File: src/rtl/first_best_fit_block_allocator_defines.svh
// Assertion macros shared by the block allocator RTL.
`ifndef FIRST_BEST_FIT_BLOCK_ALLOCATOR_DEFINES_SVH
`define FIRST_BEST_FIT_BLOCK_ALLOCATOR_DEFINES_SVH
`ifndef SYNTH
// Check on every clock edge outside reset.
`define FBF_ASSERT(lbl, prop, msg) \
   lbl: assert property (@(posedge clock) disable iff (reset) prop) else $error(msg);
// Check on every clock edge, reset included.
`define FBF_ASSERT_ALWAYS(lbl, prop, msg) \
   lbl: assert property (@(posedge clock) prop) else $error(msg);
`else
`define FBF_ASSERT(lbl, prop, msg)
`define FBF_ASSERT_ALWAYS(lbl, prop, msg)
`endif
`endif

File: src/rtl/fbf_pkg.sv
// Types, codes and defaults of the first-fit / best-fit block allocator.
package fbf_pkg;

   localparam int NUM_BLOCKS_DEFAULT = 16;
   localparam int SIZE_BITS_DEFAULT  = 16;

   localparam int INDEX_BITS = 4;
   localparam int VALUE_BITS = 16;
   localparam int COUNT_BITS = 5;

   localparam int CSR_INDEX_BITS = 1;
   localparam int CSR_DATA_BITS  = COUNT_BITS;

   localparam logic [CSR_INDEX_BITS-1:0] CSR_POLICY = 1'b0;
   localparam logic [CSR_INDEX_BITS-1:0] CSR_COUNT  = 1'b1;

   localparam logic POLICY_FIRST = 1'b0;
   localparam logic POLICY_BEST  = 1'b1;

   localparam logic CMD_LOAD  = 1'b0;
   localparam logic CMD_ALLOC = 1'b1;

   localparam logic [COUNT_BITS-1:0] COUNT_RESET = 5'd16;

   typedef struct packed {
      logic                  command;
      logic [INDEX_BITS-1:0] block_index;
      logic [VALUE_BITS-1:0] size_value;
   } req_type;

   typedef struct packed {
      logic                  granted;
      logic [INDEX_BITS-1:0] chosen_block;
      logic [VALUE_BITS-1:0] remaining_after;
   } rsp_type;

   typedef struct packed {
      logic load;
      logic start;
      logic scan;
      logic commit;
   } ctrl_cmd_type;

   typedef struct packed {
      logic scan_done;
   } ctrl_stat_type;

endpackage

File: src/rtl/first_best_fit_block_allocator.sv
// Top level of the first-fit / best-fit block allocator.
//
// Keeps the free size of each of NUM_BLOCKS memory blocks in a small RAM
// (SIZE_BITS wide). A load item (command 0) writes block_index's size
// and gives no result. An allocate item (command 1) scans blocks 0 up
// to min(block_count, NUM_BLOCKS)-1, one RAM read per cycle, and picks the
// first block that fits (policy_mode 0) or the smallest fitting block, lowest
// index on ties (policy_mode 1). The chosen block is reduced by the request
// in a write-back cycle and one result item reports granted, chosen_block and
// remaining_after, all zero when nothing fits. The block takes one item at a
// time; an allocate walks the table through the single RAM read port. A
// finished result waits in an output register, so the next item is taken
// while it is still pending; a second result stalls in write-back until that
// register is free. Blocks must be loaded before an allocate scans them; the
// table has no reset. Write configuration only while idle.
module first_best_fit_block_allocator
   import fbf_pkg::*;
#(
   parameter int NUM_BLOCKS = NUM_BLOCKS_DEFAULT,
   parameter int SIZE_BITS  = SIZE_BITS_DEFAULT
) (
   input  logic                      clock,
   input  logic                      reset,
   input  logic                      req_valid,
   output logic                      req_ready,
   input  req_type                   req_data,
   output logic                      rsp_valid,
   input  logic                      rsp_ready,
   output rsp_type                   rsp_data,
   input  logic                      csr_wr_en,
   input  logic [CSR_INDEX_BITS-1:0] csr_index,
   input  logic [CSR_DATA_BITS-1:0]  csr_wdata
);

   ctrl_cmd_type  cmd;
   ctrl_stat_type stat;

   // sequencing and both handshakes
   fbf_controller u_ctrl (
      .clock       (clock),
      .reset       (reset),
      .req_valid   (req_valid),
      .req_command (req_data.command),
      .req_ready   (req_ready),
      .rsp_valid   (rsp_valid),
      .rsp_ready   (rsp_ready),
      .stat        (stat),
      .cmd         (cmd)
   );

   // table, scan compare, config and result register
   fbf_datapath #(
      .NUM_BLOCKS (NUM_BLOCKS),
      .SIZE_BITS  (SIZE_BITS)
   ) u_dp (
      .clock     (clock),
      .reset     (reset),
      .cmd       (cmd),
      .stat      (stat),
      .req       (req_data),
      .csr_wr_en (csr_wr_en),
      .csr_index (csr_index),
      .csr_wdata (csr_wdata),
      .rsp       (rsp_data)
   );

endmodule

File: src/rtl/fbf_ram.sv
// Generic simple dual-port RAM with registered read.
module fbf_ram #(
   parameter int WIDTH = 16,
   parameter int DEPTH = 16
) (
   input  logic                     clock,
   input  logic                     wr_en,
   input  logic [$clog2(DEPTH)-1:0] wr_addr,
   input  logic [WIDTH-1:0]         wr_data,
   input  logic                     rd_en,
   input  logic [$clog2(DEPTH)-1:0] rd_addr,
   output logic [WIDTH-1:0]         rd_data
);

   logic [WIDTH-1:0] mem [DEPTH];
   logic [WIDTH-1:0] rd_data_ff;

   always_ff @(posedge clock) begin
      if (wr_en) begin
         mem[wr_addr] <= wr_data;
      end
      if (rd_en) begin
         rd_data_ff <= mem[rd_addr];
      end
   end

   assign rd_data = rd_data_ff;

endmodule

File: src/rtl/fbf_datapath.sv
// Datapath: free-size table, scan compare, config registers and result register.
`include "first_best_fit_block_allocator_defines.svh"
module fbf_datapath
   import fbf_pkg::*;
#(
   parameter int NUM_BLOCKS = NUM_BLOCKS_DEFAULT,
   parameter int SIZE_BITS  = SIZE_BITS_DEFAULT
) (
   input  logic                      clock,
   input  logic                      reset,
   input  ctrl_cmd_type              cmd,
   output ctrl_stat_type             stat,
   input  req_type                   req,
   input  logic                      csr_wr_en,
   input  logic [CSR_INDEX_BITS-1:0] csr_index,
   input  logic [CSR_DATA_BITS-1:0]  csr_wdata,
   output rsp_type                   rsp
);

   localparam int IDX_W = $clog2(NUM_BLOCKS);
   localparam int CNT_W = ($clog2(NUM_BLOCKS + 1) > COUNT_BITS) ?
                          $clog2(NUM_BLOCKS + 1) : COUNT_BITS;
   localparam int EXT_W = (SIZE_BITS > VALUE_BITS) ? SIZE_BITS : VALUE_BITS;

   // config
   logic                  policy_ff, policy_in;
   logic [COUNT_BITS-1:0] count_ff, count_in;

   // scan state
   logic [CNT_W-1:0]      issue_ff, issue_in;
   logic                  rd_valid_ff, rd_valid_in;
   logic [IDX_W-1:0]      cmp_idx_ff, cmp_idx_in;
   logic                  found_ff, found_in;
   logic [IDX_W-1:0]      pick_ff, pick_in;
   logic [SIZE_BITS-1:0]  best_ff, best_in;
   logic [VALUE_BITS-1:0] req_ff, req_in;
   rsp_type               rsp_ff, rsp_in;

   logic [CNT_W-1:0]      count_wide;
   logic [CNT_W-1:0]      eff_count;
   logic                  issue;
   logic [SIZE_BITS-1:0]  rd_data;
   logic [EXT_W-1:0]      rd_ext, best_ext, req_ext, diff_ext;
   logic                  fit;
   logic [IDX_W+INDEX_BITS-1:0] load_idx_wide;
   logic [IDX_W+INDEX_BITS-1:0] pick_wide;
   logic [EXT_W-1:0]      load_ext;
   logic                  load_ok;
   logic                  wr_en;
   logic [IDX_W-1:0]      wr_addr;
   logic [SIZE_BITS-1:0]  wr_data;

   // Clamp the block count to the table depth.
   assign count_wide = CNT_W'(count_ff);
   assign eff_count  = (count_wide > CNT_W'(NUM_BLOCKS)) ? CNT_W'(NUM_BLOCKS) : count_wide;

   assign issue = cmd.scan && (issue_ff < eff_count);

   assign rd_ext   = EXT_W'(rd_data);
   assign best_ext = EXT_W'(best_ff);
   assign req_ext  = EXT_W'(req_ff);
   assign diff_ext = best_ext - req_ext;
   assign fit      = rd_ext >= req_ext;

   assign load_idx_wide = {{IDX_W{1'b0}}, req.block_index};
   assign pick_wide     = {{INDEX_BITS{1'b0}}, pick_ff};
   assign load_ext      = EXT_W'(req.size_value);
   assign load_ok       = 32'(req.block_index) < NUM_BLOCKS;

   always_comb begin
      policy_in = policy_ff;
      count_in  = count_ff;
      if (csr_wr_en) begin
         unique case (csr_index)
            CSR_POLICY: policy_in = csr_wdata[0];
            CSR_COUNT:  count_in  = csr_wdata;
            default:    ;
         endcase
      end
   end

   always_comb begin
      issue_in    = issue_ff;
      rd_valid_in = issue;
      cmp_idx_in  = issue_ff[IDX_W-1:0];
      found_in    = found_ff;
      pick_in     = pick_ff;
      best_in     = best_ff;
      req_in      = req_ff;
      rsp_in      = rsp_ff;
      if (cmd.start) begin
         issue_in    = '0;
         rd_valid_in = 1'b0;
         found_in    = 1'b0;
         req_in      = req.size_value;
      end else begin
         if (issue) begin
            issue_in = issue_ff + 1'b1;
         end
         // Take a fitting entry when none is held yet, or a strictly smaller one in best fit.
         if (rd_valid_ff && fit &&
             (!found_ff || (policy_ff == POLICY_BEST && rd_data < best_ff))) begin
            found_in = 1'b1;
            pick_in  = cmp_idx_ff;
            best_in  = rd_data;
         end
      end
      if (cmd.commit) begin
         rsp_in.granted         = found_ff;
         rsp_in.chosen_block    = found_ff ? pick_wide[INDEX_BITS-1:0] : '0;
         rsp_in.remaining_after = found_ff ? diff_ext[VALUE_BITS-1:0] : '0;
      end
   end

   // Loads and write-back never coincide: loads happen only while idle.
   always_comb begin
      if (cmd.commit) begin
         wr_en   = found_ff;
         wr_addr = pick_ff;
         wr_data = diff_ext[SIZE_BITS-1:0];
      end else begin
         wr_en   = cmd.load && load_ok;
         wr_addr = load_idx_wide[IDX_W-1:0];
         wr_data = load_ext[SIZE_BITS-1:0];
      end
   end

   always_ff @(posedge clock) begin
      if (reset) begin
         policy_ff   <= POLICY_FIRST;
         count_ff    <= COUNT_RESET;
         issue_ff    <= '0;
         rd_valid_ff <= 1'b0;
         found_ff    <= 1'b0;
      end else begin
         policy_ff   <= policy_in;
         count_ff    <= count_in;
         issue_ff    <= issue_in;
         rd_valid_ff <= rd_valid_in;
         found_ff    <= found_in;
      end
      cmp_idx_ff <= cmp_idx_in;
      pick_ff    <= pick_in;
      best_ff    <= best_in;
      req_ff     <= req_in;
      rsp_ff     <= rsp_in;
   end

   fbf_ram #(
      .WIDTH (SIZE_BITS),
      .DEPTH (NUM_BLOCKS)
   ) u_table (
      .clock   (clock),
      .wr_en   (wr_en),
      .wr_addr (wr_addr),
      .wr_data (wr_data),
      .rd_en   (issue),
      .rd_addr (issue_ff[IDX_W-1:0]),
      .rd_data (rd_data)
   );

   assign stat.scan_done = (issue_ff >= eff_count) && !rd_valid_ff;
   assign rsp = rsp_ff;

   `FBF_ASSERT(a_held_fits, found_ff |-> (best_ext >= req_ext), "held block smaller than request")
   `FBF_ASSERT(a_found_from_read, $rose(found_ff) |-> $past(rd_valid_ff), "found without read data")
   `FBF_ASSERT(a_read_in_scan, rd_valid_ff |-> $past(cmd.scan), "read data outside a scan")

endmodule

File: src/rtl/fbf_controller.sv
// Controller: sequences load, scan and write-back, and owns both handshakes.
`include "first_best_fit_block_allocator_defines.svh"
module fbf_controller
   import fbf_pkg::*;
(
   input  logic          clock,
   input  logic          reset,
   input  logic          req_valid,
   input  logic          req_command,
   output logic          req_ready,
   output logic          rsp_valid,
   input  logic          rsp_ready,
   input  ctrl_stat_type stat,
   output ctrl_cmd_type  cmd
);

   localparam logic [1:0] ST_IDLE  = 2'd0;
   localparam logic [1:0] ST_SCAN  = 2'd1;
   localparam logic [1:0] ST_WRITE = 2'd2;

   logic [1:0] state_ff, state_in;
   logic       rsp_valid_ff, rsp_valid_in;
   logic       slot_free;

   assign slot_free = !rsp_valid_ff || rsp_ready;
   assign req_ready = (state_ff == ST_IDLE);

   always_comb begin
      state_in   = state_ff;
      cmd        = '0;
      unique case (state_ff)
         ST_IDLE: begin
            if (req_valid) begin
               if (req_command == CMD_ALLOC) begin
                  cmd.start = 1'b1;
                  state_in  = ST_SCAN;
               end else begin
                  cmd.load = 1'b1;
               end
            end
         end
         ST_SCAN: begin
            cmd.scan = 1'b1;
            if (stat.scan_done) begin
               state_in = ST_WRITE;
            end
         end
         ST_WRITE: begin
            // hold the result until the output register is free
            if (slot_free) begin
               cmd.commit = 1'b1;
               state_in   = ST_IDLE;
            end
         end
         default: state_in = ST_IDLE;
      endcase
   end

   always_comb begin
      rsp_valid_in = rsp_valid_ff;
      if (cmd.commit) begin
         rsp_valid_in = 1'b1;
      end else if (rsp_ready) begin
         rsp_valid_in = 1'b0;
      end
   end

   always_ff @(posedge clock) begin
      if (reset) begin
         state_ff     <= ST_IDLE;
         rsp_valid_ff <= 1'b0;
      end else begin
         state_ff     <= state_in;
         rsp_valid_ff <= rsp_valid_in;
      end
   end

   assign rsp_valid = rsp_valid_ff;

   `FBF_ASSERT(a_commit_free, cmd.commit |-> slot_free, "result overwrites a waiting item")
   `FBF_ASSERT(a_rsp_from_commit, $rose(rsp_valid_ff) |-> $past(cmd.commit), "result without commit")
   `FBF_ASSERT(a_start_scans, cmd.start |=> (state_ff == ST_SCAN), "allocation did not scan")
   `FBF_ASSERT_ALWAYS(a_one_write_src, !(cmd.load && cmd.commit), "load and write-back collide")

endmodule
File: config.mk
export PLATFORM = sky130hd
export DESIGN_NAME = first_best_fit_block_allocator
export DESIGN_NICKNAME = d
export VERILOG_FILES = /design/src/rtl/fbf_pkg.sv /design/src/rtl/first_best_fit_block_allocator.sv /design/src/rtl/fbf_ram.sv /design/src/rtl/fbf_datapath.sv /design/src/rtl/fbf_controller.sv
export VERILOG_INCLUDE_DIRS = /design/src /design/src/rtl
export SDC_FILE = /design/constraint.sdc
export NUM_CORES = 1
export LEC_CHECK = 0
export ABC_CLOCK_PERIOD_IN_PS = 4600
export CORE_ASPECT_RATIO = 0.6
export CORE_MARGIN = 3
export CORE_UTILIZATION = 30
export CTS_BUF_LIST = sky130_fd_sc_hd__clkbuf_16
export CTS_CLUSTER_DIAMETER = 30
export CTS_CLUSTER_SIZE = 30
export DETAILED_ROUTE_END_ITERATION = 8
export DONT_BUFFER_PORTS = 1
export SYNTH_ARGS = -nofsm -noshare
export SYNTH_HDL_FRONTEND = slang
export SYNTH_SLANG_ARGS = --single-unit
File: constraint.sdc
create_clock -name clock -period 4.6 [get_ports clock]
set_input_delay 0.46 -clock clock [delete_from_list [all_inputs] [get_ports clock]]
set_output_delay 0.46 -clock clock [all_outputs]
set_load 0.005 [all_outputs]
==> reports/metrics.csv <==
metric,value,unit
status,finished clean,
die area,51780,sq um
initial antenna violation count,1,
CP max-delay cell,nor4_2,
clock sink total,349,
top-level I/O count,55,
simple-gate share of the synthesized area,5.073,%
switch share,22.63,%
Crit path max-delay family,compound AO/OA/AOI/OAI gates,
CTS resizes,0,
"critical path, cell by cell","ha_1, nand2_1, o21ai_0, a2111oi_0, a211oi_1, o31ai_1, nor4_2, buf_4",
first-pass GRT wire length,51.45,mm
Post-synth ARST share,0,%
Detailed Route Iter0 Violations,821,
post-route setup TNS,0,ps
all-layer global routing usage,13.65,%
RSZ-0062 raised after global routing,false,
Clock power frac,43.6,%
final setup fails,0,
compound-gate portion of the synthesized area,4.537,%
Mapped Nets,909,
multiplexer area fraction after synthesis,13.08,%
drt drc,0,
Pre-antenna DRT Iters,5,
Detail Placement HPWL,24.76,mm
Post-Layout Cell Count,1520,
cts bufs inserted,39,
die height,177.5,um
VDD IR max,0.0002458,V
Net Sw Power,1.609,mW
worst-path fanout max,12,
WP buf/inv,1,
Synth cell types,57,
vias per cell,5.026,
H-tree levels,2,
clk_lat worst skew,530,ps
PortBufs,0,
Std-Cell Core Area,48100,sq um
Seq cells post-synth,349,
Final GP Congestion,0.8292,
Antenna Diode Count,0,
DP Cell Count,1450,
starting density of the core,30.56,%
Least-Margin Pin Slew,1089,ps
CTS tree,done,
Logic pwr share,6.2,%
Adder-Cell Fraction of Synth Area,4.562,%
Power Density,421.9,nW/um^2
Critical Path Sink Type,flop,
synth warn,0,
Wirelength per Cell,23.27,um
"Seq/Total Area, Yosys",69.94,%
sequential share of power,50.2,%
"Min Clock Period, post-route",3419,ps
fin crit share,74.32,%
clk root buf,clkbuf_16,
HP Class,primary input to flop,
area grow syn2layout,14.64,%
Yosys top cell area share,67.21,%
# rows,62,
clk_skew,20.74,ps
Worst setup SP type,flop,
Int Power,5.501,mW
Mapped Avg Cell Area,17.84,sq um
leakage power,5.461,nW
WP data arrival,3630,ps
routed via count,7640,
share of cells above drive strength 1,22.39,%
GRT overflow,0,
post-synth top area cell,edfxtp_1,
post-synthesis xor/xnor area fraction,0.7150,%
Die X-Extent,291.8,um
Crit Path Category,flop to flop,
"Hold Vio Cnt, Final",0,
WL final,35.36,mm
CP Data Required Time,4810,ps
dominant cells by area after synthesis,"edfxtp_1, mux4_2, ha_1",
number of global-route vias before repair,7299,
ys flop type,edfxtp_1,
total power,7.110,mW
placed cell area,15570,sq um
mapped cell area,14700,sq um
number of max-cap violations,0,
Pins Over Slew Limit,0,
Routed Antenna Nets,0,
WHS,29.42,ps
largest family of logic cells by synthesized area,multiplexers,
Max Freq,292.5,MHz
pin count of the biggest net entering global routing,67,
fin area,16850,sq um
slew margin rel.,27.29,%
clock slew at reported path FFs,60,ps
fin nets,937,
synthesized instance count,824,
"EDFF count, synth",329,
Max Root-Sink Buffers,3,
CP max stage delay,880,ps
## layout by cell type (no fill, tap or decap), types with 8 or more instances in the layout
master	instances
nor2_2	12
inv_1	46
edfxtp_1	329
nor3_1	8
and2_1	13
o21a_1	9
clkbuf_16	39
nand3_1	9
ha_1	52
buf_4	14
a21oi_1	31
o21ai_0	22
nand2_1	30
nor2_1	25
dfxtp_1	18
mux2_2	9
mux4_2	80
## cells by family after synthesis
logic type | Yosys count
multiplexers | 91
adder cells (fa/ha/maj) | 53
AND/OR/NAND/NOR | 143
buffers and inverters | 73
AO/OA/AOI/OAI | 103
XOR/XNOR | 12
flip-flops | 349
## what timing repair did
action / 4_1_cts / 5_1_grt
endpoints found under the hold margin: 8 / 0
buffers inserted: 0 / 0
hold buffers: 1 / 0
## metal layers
metal  vias up  track usage (%)  wire length [um]
met5         -                0                 0
met4         0            2.034               365
met3        41            5.478              4234
met2       288            16.16             12880
met1      3961            22.60             17890
li1       3350                -                 -
## stage by stage
stage / utilization (%) / setup slack [ps]
floorplan: - / 795.8
global placement: 32.36 / 1323
detailed placement: 32.37 / 1189
CTS: 35.04 / 1160
global route: 35.04 / 898.0
finish: 35.04 / 1181
## final timing paths
path | startpoint | slack [ps] | to | depth (start not counted)
setup / recovery | u_dp.u_table.rd_data[11]$_DFFE_PP_ | 1180 | u_dp.best_ext[0]$_DFFE_PP_ | 8
hold / removal | req_data[10] | 30 | u_dp.req_ext[10]$_DFFE_PP_ | 0
setup reg to reg | u_dp.u_table.rd_data[11]$_DFFE_PP_ | 1180 | u_dp.best_ext[0]$_DFFE_PP_ | 8
hold reg to reg | u_dp.cmp_idx_ff[3]$_DFF_P_ | 400 | u_dp.pick_ff[3]$_DFFE_PP_ | 0
## layout make-up
cell class                 count  area, sq um
timing repair buffer          16        135.1
sequential                   349        10280
multi-input combinational    402         4193
tap                          640        800.8
clock buffer                  39        975.9
clock inverter                30        296.5
inverter                      44        165.2
fill                        4500        31250
## power groups by stage
| stage | registers (mW) | logic, mW | clock network, mW |
|---|---|---|---|
| 2_1_floorplan | 3.62 | 0.287 | 0 |
| 5_1_grt | 3.57 | 0.480 | 3.30 |
| 4_1_cts | 3.57 | 0.437 | 3.16 |
| 6_report | 3.57 | 0.440 | 3.10 |
| 3_3_place_gp | 3.64 | 0.428 | 0 |
| 3_5_place_dp | 3.64 | 0.433 | 0 |
## synth_stat cells (all sizes together), types with 2 or more instances
| library cell | instances |
|---|---|
| buf | 12 |
| nand2b | 7 |
| nand4 | 6 |
| mux2i | 2 |
| nand2 | 30 |
| xnor2 | 6 |
| xor2 | 6 |
| nor2b | 7 |
| o21a | 9 |
| o22ai | 2 |
| a41oi | 2 |
| and3 | 8 |
| a31o | 4 |
| mux4 | 80 |
| a211oi | 4 |
| a21oi | 31 |
| edfxtp | 329 |
| ha | 52 |
| mux2 | 9 |
| a21o | 8 |
| dfxtp | 20 |
| nand3 | 9 |
| a2111oi | 3 |
| nor3b | 3 |
| or3 | 5 |
| inv | 43 |
| and2 | 13 |
| a31oi | 4 |
| o21ai | 22 |
| nor3 | 13 |
| o31a | 2 |
| o31ai | 5 |
| clkbuf | 17 |
| nor2 | 37 |
| nor4b | 2 |
## registers in the layout, summed over array words and instances, names as in the netlist, 2 cells and up
signal,count
u_dp.issue_ff,5
u_dp.pick_ff,4
u_dp.u_table.rd_data,16
u_dp.u_table.mem,256
u_dp.rsp,21
u_dp.count_ff,5
u_dp.req_ext,16
u_dp.best_ext,16
u_dp.cmp_idx_ff,4
u_ctrl.state_ff,2
Note: power is estimated with default switching activity, not from simulation.
